## src/design/ldw_pkg.sv

```systemverilog
package ldw_pkg;

    // Deepest window the block can hold.
    localparam int WINDOW_MAX = 256;

    // Cell index width and length width (a length can equal WINDOW_MAX).
    localparam int IDX_W = (WINDOW_MAX > 1) ? $clog2(WINDOW_MAX) : 1;
    localparam int LEN_W = $clog2(WINDOW_MAX + 1);

    // Field widths of the words on the ports.
    localparam int VALUE_W   = 32;
    localparam int OUT_LEN_W = 9;

    typedef logic [IDX_W-1:0] t_idx;
    typedef logic [LEN_W-1:0] t_len;

    typedef struct packed {
        logic signed [VALUE_W-1:0] value;
        logic                      start_req;
    } t_in_word;

    typedef struct packed {
        logic [OUT_LEN_W-1:0] window_length;
        logic [OUT_LEN_W-1:0] best_length;
        logic                 overflow;
    } t_out_word;

    // Contents of one window cell, handed from a cell to its older neighbor.
    typedef struct packed {
        logic                      valid;
        logic signed [VALUE_W-1:0] value;
    } t_cell;

    // Broadcast from the control logic to every cell.
    typedef struct packed {
        logic shift;
        t_len new_len;
    } t_update;

    // Low OUT_LEN_W bits of an internal length, zero-extended if narrower.
    function automatic logic [OUT_LEN_W-1:0] to_out_len(input t_len len);
        logic [OUT_LEN_W+LEN_W-1:0] wide;
        wide = {{OUT_LEN_W{1'b0}}, len};
        return wide[OUT_LEN_W-1:0];
    endfunction

endpackage

```

## src/design/ldw_cell.sv

```systemverilog
module ldw_cell (
    input  logic                                 i_clk,
    input  logic                                 i_rst_n,
    input  ldw_pkg::t_idx                        i_index,
    input  ldw_pkg::t_cell                       i_prev,
    input  logic signed [ldw_pkg::VALUE_W-1:0]   i_probe,
    input  logic                                 i_clear,
    input  ldw_pkg::t_update                     i_upd,
    output logic                                 o_match,
    output ldw_pkg::t_cell                       o_state
);

    logic                               r_valid;
    logic signed [ldw_pkg::VALUE_W-1:0] r_value;
    logic                               n_valid;

    // A start request hides the whole window from the compare.
    assign o_match = r_valid && !i_clear && (r_value == i_probe);

    // After a shift this cell holds an entry only if it lies inside the new length.
    assign n_valid = i_prev.valid && (ldw_pkg::t_len'(i_index) < i_upd.new_len);

    always_ff @(posedge i_clk) begin
        if (!i_rst_n) begin
            r_valid <= 1'b0;
        end else if (i_upd.shift) begin
            r_valid <= n_valid;
        end
    end

    always_ff @(posedge i_clk) begin
        if (i_upd.shift) begin
            r_value <= i_prev.value;
        end
    end

    assign o_state.valid = r_valid;
    assign o_state.value = r_value;

endmodule

```

## config.mk

```make
export PLATFORM = sky130hd
export DESIGN_NAME = ldw_cell
export DESIGN_NICKNAME = d
export VERILOG_FILES = /design/src/design/ldw_pkg.sv /design/src/design/ldw_cell.sv
export SDC_FILE = /design/constraint.sdc
export NUM_CORES = 1
export LEC_CHECK = 0
export ABC_CLOCK_PERIOD_IN_PS = 1700
export BUFFER_PORTS_ARGS = -buffer_cell sky130_fd_sc_hd__buf_2
export CORE_MARGIN = 2
export CORE_UTILIZATION = 39
export DETAILED_ROUTE_END_ITERATION = 16
export PLACE_DENSITY = 0.79
export REMOVE_ABC_BUFFERS = 1
export SLEW_MARGIN = 20
export SYNTH_ARGS = -nofsm -noshare
export SYNTH_HDL_FRONTEND = slang
export SYNTH_SLANG_ARGS = --single-unit
```

## constraint.sdc

```tcl
create_clock -name i_clk -period 1.7 [get_ports i_clk]
set_clock_uncertainty 0.05 [all_clocks]
set_input_delay 0.34 -clock i_clk [delete_from_list [all_inputs] [get_ports i_clk]]
set_output_delay 0.34 -clock i_clk [all_outputs]
set_load 0.05 [all_outputs]
```

== Word level (Yosys, flattened, before mapping) ==
Index checks and enable logic that the tools add are counted.
Widths: inputs -> output; s select.
Storage, ports and cells
  output and inout port bits: 34
  word-level logic and storage cells: 8
  register bits: 33
Operators by class
  equal/unequal tests: 1
  order comparisons: 1
  reduce and logical (&&, ||, !) cells: 4
Operator list (count)
  $eq 32x32->1: 1
  $lt 8x9->1: 1
  $logic_and 1x1->1: 3
  $logic_not 1->1: 1

== Depth between registers and ports, before layout ==
  depth after elaboration: 3
  mapped depth: 6

== Worst setup path after synthesis ==
No wires, ideal clock.
  kind: register -> output
  from: register r_value[28] (netlist bit)
  to: output o_match
  cell stages (with the launch flop): 5
  arrival time: 2306 ps
  buffers on the path: 0
  setup slack: -996 ps
  cell sequence: edfxtp_1 xor2_1 nor4_1 nand4_1 nor3_1
Between the ends
  longest elaborated chain between the ends: 2
Ends and longest elaborated chain
  start, declared: RTL line ldw_cell.sv:14  | logic signed [ldw_pkg::VALUE_W-1:0] r_value;
  start signal, assigned: RTL line ldw_cell.sv:33  | r_value <= i_prev.value;
  $eq 32x32->1: RTL line ldw_cell.sv:18  | assign o_match = r_valid && !i_clear && (r_value == i_probe);
  $logic_and 1x1->1: RTL line ldw_cell.sv:18
  end, declared: RTL line ldw_cell.sv:9  | output logic o_match,
Every way passes these cells.

== Final worst setup path ==
  from: register r_value[16] (netlist bit)
  to: output o_match
The elaborated chain is that of the path after synthesis.

==> reports/metrics.cfg <==
[outcome]
status=finished with violations
violations=setup timing

[synth]
syn_area_um2=1560
yosysWarningCount=0
synth_common_cells=edfxtp_1 (32), xor2_1 (29), ha_1 (7), inv_1 (7), nor4_1 (7)
synthFlopType=edfxtp_1
yosys-top-cells-area=edfxtp_1 (62%), xor2_1 (16%), ha_1 (5.6%)
synth_seq_area_share=0.629
synth.ff_latch_count=33
synth_top_area_frac=0.616
synth_edf_count=32
syn_inst=105
synth_cell_types=21
syn_avg_cell_area_um2=14.9
yosysMostFrequentCell=edfxtp_1
async_reset_ff_frac=0
synth_top_area_cell=edfxtp_1

[sta]
rsz0062_at_grt=yes
finalMaxSlewViolations=0
max_clock_freq_mhz=453
finalCriticalPeriod_ps=2210
finalHoldViolCount=0
setup_tns_ps=-509
post-route-period-util=1.30
setup_slack_ps=-509
setup_viol=1
slew_headroom=0.779
worst_pin_slew_ps=329

[drt]
wl_per_cell_um=13.2
vias=1263
ant_nets=0
routed_wl_um=3720
detail_route.first_pass.iterations=4
wl_met1_um=1370
wl_met2_um=1950
initialDrtViolationCount=43
drc=0
maxUsedRoutingLayer=met4
viasPerCell=4.48
wl_met3_um=323

[place]
io_buffers=119
placedCellCount=275
dp_hpwl_um=3010
gp_congestion=0.803

[clocking]
clock_path_buffers=2
cts_tree=done
cts_buffers=5
clk_pin_slew_worst_paths_ps=60
h-tree-depth=2
post-cts-setup-buffers=0
cts_hold_buf=0
cts_sinks=33
insertion_delay_ps=270
cts_root_buffer=clkbuf_8

[worst_setup_path]
end_kind=output port
r2r_cells=2
rr_endpoint=r_valid
rrSetupSlack_ps=740
worstPathMaxFanout=2
cp.arrival_ps=1820
crit_required_ps=1310
start_kind=flip-flop
rr_startpoint=r_valid
crit_type=flip-flop to output port

[min_path]
hold_class=primary input to flip-flop
min_to=r_value[0]
worstHoldStart=i_prev[0]
hold_depth=1

[global_route]
grt-ovfl-total=0
grt_pass1_vias=1170
grt_pass1_wl_um=5110
grt_max_degree=23
antenna_found_initial=0
grt_usage=0.161

[layout]
antenna_cells=0
nNetsFinal=327
fillerInstances=296
syn2layout_area_growth_pct=52.7
drive_gt1_frac=0.594
fin_cells=282
finish.utilization=0.636

[floorplan]
die_area_um2=4520
start_util=0.417
die_height_um=67.3
rows=22
chipWidth_um=67.3
boundaryPins=120
coreArea_um2=3740

[power]
peakVddDrop_mv=0.617
p_leak_nw=1.15
power_density_nw_per_um2=934

[run]
cap_violations=0

critical path, cell delays in order, from the launching register on:
cell and delay (ps):
edfxtp_1 400, xor2_1 180, nor4_2 300, buf_4 150
nand4_1 100, nor3_1 190, buf_4 220
cells in the final DEF (no fill, tap or decap):
cell type and count:
buf_2 118, edfxtp_1 32, xor2_1 29, inv_1 7, ha_1 7, nor4_2 6, clkbuf_8 5, buf_4 5
xnor2_1 3, nand4_1 3, nand2b_1 2, a21o_1 2, nor2_1 2, nand3_1 1, nor4_1 1, nor3b_1 1
nor3_1 1, nor2b_1 1, nand2b_4 1, a211o_1 1, a221oi_2 1, a31o_2 1, o311a_1 1, clkinv_2 1
bufinv_16 1, dfxtp_1 1
how the worst max path moves through the flow:
stage,end,depth (start not counted),slack (ps),startpoint
finish,o_match,6,-510,r_value[16]
global route,o_match,6,-560,r_value[14]
CTS,o_match,5,-480,r_value[26]
detailed placement,o_match,6,-410,i_probe[26]
global placement,o_match,6,-410,i_probe[26]
floorplan,o_match,4,-1000,r_value[28]
power by group:
part	switching (mW)	leakage, nW	internal, mW
sequential	0.0394	0.321	0.966
combinational	0.360	0.773	0.188
clock	0.247	0.0540	0.425
total	0.646	1.15	1.58
metal layers:
metal  vias up  global-route usage
li1        641                   -
met1       552               0.176
met2        64               0.285
met3         6              0.0383
met4         0              0.0918
met5         -                   0
through the flow:
stage          total power [mW]  hold slack [ps]  instance area (um2)  setup slack [ps]
2_1_floorplan              1.35              389                 1550              -996
3_3_place_gp               1.54              467                 2240              -405
3_5_place_dp               1.55              468                 2240              -411
4_1_cts                    2.24              180                 2360              -484
5_1_grt                    2.33              168                 2380              -564
6_report                   2.23              189                 2380              -509
registers in the layout, indices dropped and copies added, names as in the netlist:
| register | count |
|---|---|
| r_value | 32 |
| r_valid | 1 |
kinds of logic (layout without fill, tap and decap cells):
logic type                 count (synthesis)  after routing  synth area share
buffers and inverters                      8            137            0.0217
xor gates and xnor gates                  32             32             0.180
AOI/OAI and AO/OA                          6              6            0.0369
and+or+nand+nor                           19             19            0.0770
DFF                                       33             33             0.629
adders and majority gates                  7              7            0.0561
layout make-up:
| type | count | area, um2 | share of cell area |
|---|---|---|---|
| repair buffers | 123 | 628 | 0.264 |
| flip-flops and latches | 33 | 981 | 0.412 |
| multi-input cells | 64 | 583 | 0.245 |
| clock inverters | 2 | 35.0 | 0.0147 |
| well taps | 48 | 60.1 | 0.0252 |
| inverters | 7 | 26.3 | 0.0110 |
| clock buffers | 5 | 68.8 | 0.0289 |
what timing repair did:
action / CTS / global route
endpoints found under the setup margin: 1 / 1
resized for setup: 4 / 3
gates cloned: 0 / 0
endpoints found under the hold margin: 0 / 0
(Power assumes the default switching activity.)
