## src/design/ldw_pkg.sv

```systemverilog
package ldw_pkg;

    // Deepest window the block can hold.
    localparam int WINDOW_MAX = 256;

    // Cell index width and length width (a length can equal WINDOW_MAX).
    localparam int IDX_W = (WINDOW_MAX > 1) ? $clog2(WINDOW_MAX) : 1;
    localparam int LEN_W = $clog2(WINDOW_MAX + 1);

    // Field widths of the words on the ports.
    localparam int VALUE_W   = 32;
    localparam int OUT_LEN_W = 9;

    typedef logic [IDX_W-1:0] t_idx;
    typedef logic [LEN_W-1:0] t_len;

    typedef struct packed {
        logic signed [VALUE_W-1:0] value;
        logic                      start_req;
    } t_in_word;

    typedef struct packed {
        logic [OUT_LEN_W-1:0] window_length;
        logic [OUT_LEN_W-1:0] best_length;
        logic                 overflow;
    } t_out_word;

    // Contents of one window cell, handed from a cell to its older neighbor.
    typedef struct packed {
        logic                      valid;
        logic signed [VALUE_W-1:0] value;
    } t_cell;

    // Broadcast from the control logic to every cell.
    typedef struct packed {
        logic shift;
        t_len new_len;
    } t_update;

    // Low OUT_LEN_W bits of an internal length, zero-extended if narrower.
    function automatic logic [OUT_LEN_W-1:0] to_out_len(input t_len len);
        logic [OUT_LEN_W+LEN_W-1:0] wide;
        wide = {{OUT_LEN_W{1'b0}}, len};
        return wide[OUT_LEN_W-1:0];
    endfunction

endpackage

```

## src/design/ldw_outq.sv

```systemverilog
module ldw_outq (
    input  logic               i_clk,
    input  logic               i_rst_n,
    input  logic               i_push,
    input  ldw_pkg::t_out_word i_word,
    output logic               o_full,
    output logic               o_valid,
    input  logic               i_ready,
    output ldw_pkg::t_out_word o_word
);

    ldw_pkg::t_out_word r_mem [2];
    logic               r_wp;
    logic               r_rp;
    logic [1:0]         r_cnt;
    logic               w_pop;

    assign o_valid = (r_cnt != 2'd0);
    assign o_full  = (r_cnt == 2'd2);
    assign o_word  = r_mem[r_rp];
    assign w_pop   = o_valid && i_ready;

    always_ff @(posedge i_clk) begin
        if (!i_rst_n) begin
            r_wp  <= 1'b0;
            r_rp  <= 1'b0;
            r_cnt <= 2'd0;
        end else begin
            if (i_push) begin
                r_wp <= ~r_wp;
            end
            if (w_pop) begin
                r_rp <= ~r_rp;
            end
            if (i_push && !w_pop) begin
                r_cnt <= r_cnt + 2'd1;
            end else if (!i_push && w_pop) begin
                r_cnt <= r_cnt - 2'd1;
            end
        end
    end

    always_ff @(posedge i_clk) begin
        if (i_push) begin
            r_mem[r_wp] <= i_word;
        end
    end

endmodule

```

## config.mk

```make
export PLATFORM = sky130hd
export DESIGN_NAME = ldw_outq
export DESIGN_NICKNAME = d
export VERILOG_FILES = /design/src/design/ldw_pkg.sv /design/src/design/ldw_outq.sv
export SDC_FILE = /design/constraint.sdc
export NUM_CORES = 1
export LEC_CHECK = 0
export BUFFER_PORTS_ARGS = -buffer_cell sky130_fd_sc_hd__buf_2
export CORE_AREA = 5 5 66 68
export DETAILED_ROUTE_END_ITERATION = 16
export DIE_AREA = 0 0 71 73
export PLACE_DENSITY = 0.71
export SYNTH_ARGS = -nofsm -noshare
export SYNTH_HDL_FRONTEND = slang
export SYNTH_SLANG_ARGS = --single-unit
```

## constraint.sdc

```tcl
create_clock -name i_clk -period 1.65 [get_ports i_clk]
set_input_delay 0.33 -clock i_clk [delete_from_list [all_inputs] [get_ports i_clk]]
set_output_delay 0.33 -clock i_clk [all_outputs]
set_load 0.02 [all_outputs]
```

Word-level counts from Yosys, hierarchy flattened
Memory sizes are Yosys's and may differ from the RTL's. A register that Yosys moved wholly into a read port is not among the register bits.
Index checks and enable logic that the tools add are counted.
W data, S select, Z words.
Word-level totals
  register bits: 4
  bits in writable memories: 38
  input port bits: 23
  output and inout port bits: 21
  word-level logic and storage cells: 22
  memories: 1
Memory list
  r_mem: words 2, bits a word 19, read ports 1, clocked after memory_dff 1, wr ports 1, RTL line ldw_outq.sv:12  | ldw_pkg::t_out_word r_mem [2];
Operators by class
  add/sub/neg operators: 2
  eq/ne operators: 1
  muxes and demuxes: 6
  bitwise logic cells: 2
  reduce and logical (&&, ||, !) cells: 7
Operators by type and width (number)
  $mux W1: 4
  $mux W2: 2
  $reduce_bool A2 Y1: 2
  $logic_and A1 B1 Y1: 3
  $add A2 B1 Y2 const B: 1
  $eq A2 B2 Y1 const B: 1
  $logic_not A1 Y1: 2
  $not A1 Y1: 2
  $sub A2 B1 Y2 const B: 1

Logic depth before layout (Yosys ltp)
  depth in word-level cells: 5
  depth in mapped cells: 5
  depth with buffers taken out: 5

Least setup slack after synthesis
OpenSTA, ideal clock, no wires.
  path type: input-to-reg
  start: input port i_push
  end: memory r_mem[0][0] (netlist name), enable pin
  setup time: 398 ps
  data arrival time: 1253 ps
  required time: 1252 ps
  path slack: -1 ps
  stages: 1
  buffers on the path: 0
  path through: nor2b_1
Between the ends
  cells in the longest elaborated chain, start to end: 2
Ends and longest elaborated chain
  from (decl): RTL line ldw_outq.sv:4  | input logic i_push,
  $mux W1: RTL line ldw_outq.sv:44  | if (i_push) begin
  $mux W1 (implied by the code): RTL line ldw_outq.sv:45  | r_mem[r_wp] <= i_word;
  to (decl): RTL line ldw_outq.sv:12
Every way passes these cells.

==> impl_metrics.toml <==
[outcome]
outcome = "complete, no violations"

[sta]
finalSetupViolCount = 0
tightest_slew_ps = 221
rsz0062_at_grt = "true"
fmax_mhz = 621
maxSlewHeadroom_pct = 85.2
finalCritPeriodShare_pct = 97.5
hold_violations = 0
fin_setup_tns_ps = 0
setup_slack_ps = 40.5
drv_slew = 0
min_period_ps = 1610
finalClockSkew_ps = 4.21

[yosys]
yosys.area.top_type = "edfxtp_1"
synth_cells = 81
ys_seq_area_share_pct = 78.2
synth_nets = 105
ys_warn_count = 0
ys_ff_latch = 43
synth_top_family_by_area = "multiplexers"
ys_types = 16
yosys.area_share.adder_pct = 0.788
synth_top_cell_area_share_pct = 71.9
avgSynthCellArea_um2 = 19.6
synthMuxAreaShare_pct = 13.5
yosys.area_share.simple_pct = 3.55
synth-compound-area-share_pct = 1.58
netlist_area_um2 = 1590
synth.top_cells.by_area = "edfxtp_1 (72%), mux2_2 (13%), dfxtp_1 (6.3%)"
yosys.area_share.xor_xnor_pct = 1.65

[floorplan]
row_count = 23
core_um2 = 3800
pin_count = 44
start_util_pct = 41.8
die_area_um2 = 5180
dieWidth_um = 71
die_h_um = 73

[drt]
drc = 0
detail_route.first_pass.iterations = 2
routed_wl_mm = 2.70
via_per_inst = 4.62
wl_per_cell_um = 14.5
drt_iter0_drc = 74
drtAntennaViolNets = 0
vias = 864

[grt]
grt.total_usage_pct = 11.1
grt_first_pass_wirelength_mm = 4.41
grt_pass1_vias = 961
overflow = 0
antenna_found_initial = 0
grt_max_degree = 15

[power]
p_leak_uw = 0.000816
power_density_nw_per_um2 = 1540
ir_drop_mv = 0.927

[clock_tree]
ctsHtreeMaxLevel = 2
postCtsHoldBufs = 0
cts_inserted_buffers = 5
cts.clk_slew.worst_paths_ps = 80
cts_tree = "done"
worstSkewPairLatency_ps = 280
post_cts_buffers = 0
cts_buffer_depth = 2
cts_root_buffer = "clkbuf_8"
cts_sinks = 43

[setup_path]
cp_top_family = "flip-flops"
crit_required_ps = 1320
cp_max_fo = 6
cp-start-kind = "register"
crit_path_top_delay_cell = "dfxtp_4"
endpoint_kind = "output pin"
critical_path_class = "reg2out"
crit_chain = "buf_6, mux2_2, buf_2"
path_buf_inv = 2
cp.arrival_ps = 1280
slowest_delay_ps = 370

[finish]
final_util_pct = 55.6
antenna_cells = 0
syn_to_final_growth_pct = 33.0
finalNonFillerCells = 187
drive_gt1_share_pct = 58.4
num-nets-final = 160
design_area_um2 = 2110

[place]
dp_cells = 178
placed_area_um2 = 1900
pre_cts_slack_ps = 177
port_buffers = 43
hpwl_mm = 1.91
gp_congestion = 0.695

[worst_hold_path]
holdCritPathClass = "in2reg"

[flow_run]
max_cap_violations = 0
## sequential cells by signal, summed over array words and instances, names as in the netlist, named ones only
register / flops
r_cnt: 2
r_mem: 38
r_rp: 1
r_wp: 1
## Yosys cell counts
master,count
or3_1,1
buf_2,1
mux2_2,19
xnor2_1,2
o21ai_0,1
ha_1,1
o21ai_1,1
and2_1,4
dfxtp_1,5
edfxtp_1,38
o21a_1,1
xor2_1,1
nor2b_1,3
a21boi_1,1
or2_2,1
buf_4,1
## per-stage QoR
step | hold slack, ps | total power, µW
3_5_place_dp | 519 | 2220
6_report | 230 | 3260
5_1_grt | 216 | 3420
2_1_floorplan | 429 | 1960
4_1_cts | 221 | 3220
3_3_place_gp | 484 | 2200
## timing repair
item / 4_1_cts / 5_1_grt
cloned: 1 / 0
pin swaps: 0 / 0
setup endpoints to repair: 12 / 19
endpoints found under the hold margin: 0 / 0
resized for setup: 5 / 18
## where the power goes
part	leakage (µW)	switching, µW	internal, µW	total, µW
Combinational	0.000353	480	489	969
Sequential	0.000399	63.0	1290	1350
Clock	0.0000644	332	603	935
Total	0.000816	875	2380	3260
## final timing paths
path,endpoint,start,slack [ps],depth (start not counted)
worst max-delay path,o_word[11],register,40,3
worst min-delay path,r_mem[0][2],i_word[2],230,1
worst max register to register,r_cnt[1],r_cnt[0],180,4
worst min register to register,r_cnt[1],r_cnt[1],550,2
## layout by cell type, fill, tap and decap left out
cell,synthesis,routed
or3_1,1,1
o21a_1,1,1
a21boi_1,1,1
clkinvlp_4,0,1
bufinv_16,0,2
xnor2_1,2,2
mux2_2,19,16
dfxtp_4,0,1
o21ai_1,1,1
nor2b_2,0,1
mux2_4,0,3
buf_4,1,8
o21ai_0,1,1
xor2_1,1,1
clkbuf_8,0,5
buf_2,1,34
nor2b_1,3,2
or2_2,1,1
dfxtp_1,5,4
edfxtp_1,38,38
ha_1,1,1
and2_1,4,4
buf_6,0,8
## cells by family (layout without fill, tap and decap cells)
logic type / count (synthesis) / count (layout)
compound gates: 4 / 4
xor+xnor: 3 / 3
fa+ha+maj: 1 / 1
buf+inv: 2 / 58
flops: 43 / 43
mux: 19 / 19
simple gates: 9 / 9
## cell type report
cell class              instances  area, µm²
fillers                       331       1690
repair buffers                 50        320
multi-input cells              36        348
well taps                      50       62.6
clock inverters                 3       67.6
flip-flops and latches         43       1240
clock buffers                   5       68.8
## per-layer routing
metal	part of all wire, %	track usage [%]	up-vias
met4	1.0	3.13	0
met5	0	0	-
li1	-	-	416
met2	51	18.8	34
met3	7.1	3.99	4
met1	41	13.4	410
Note: power is estimated with default switching activity, not from simulation.
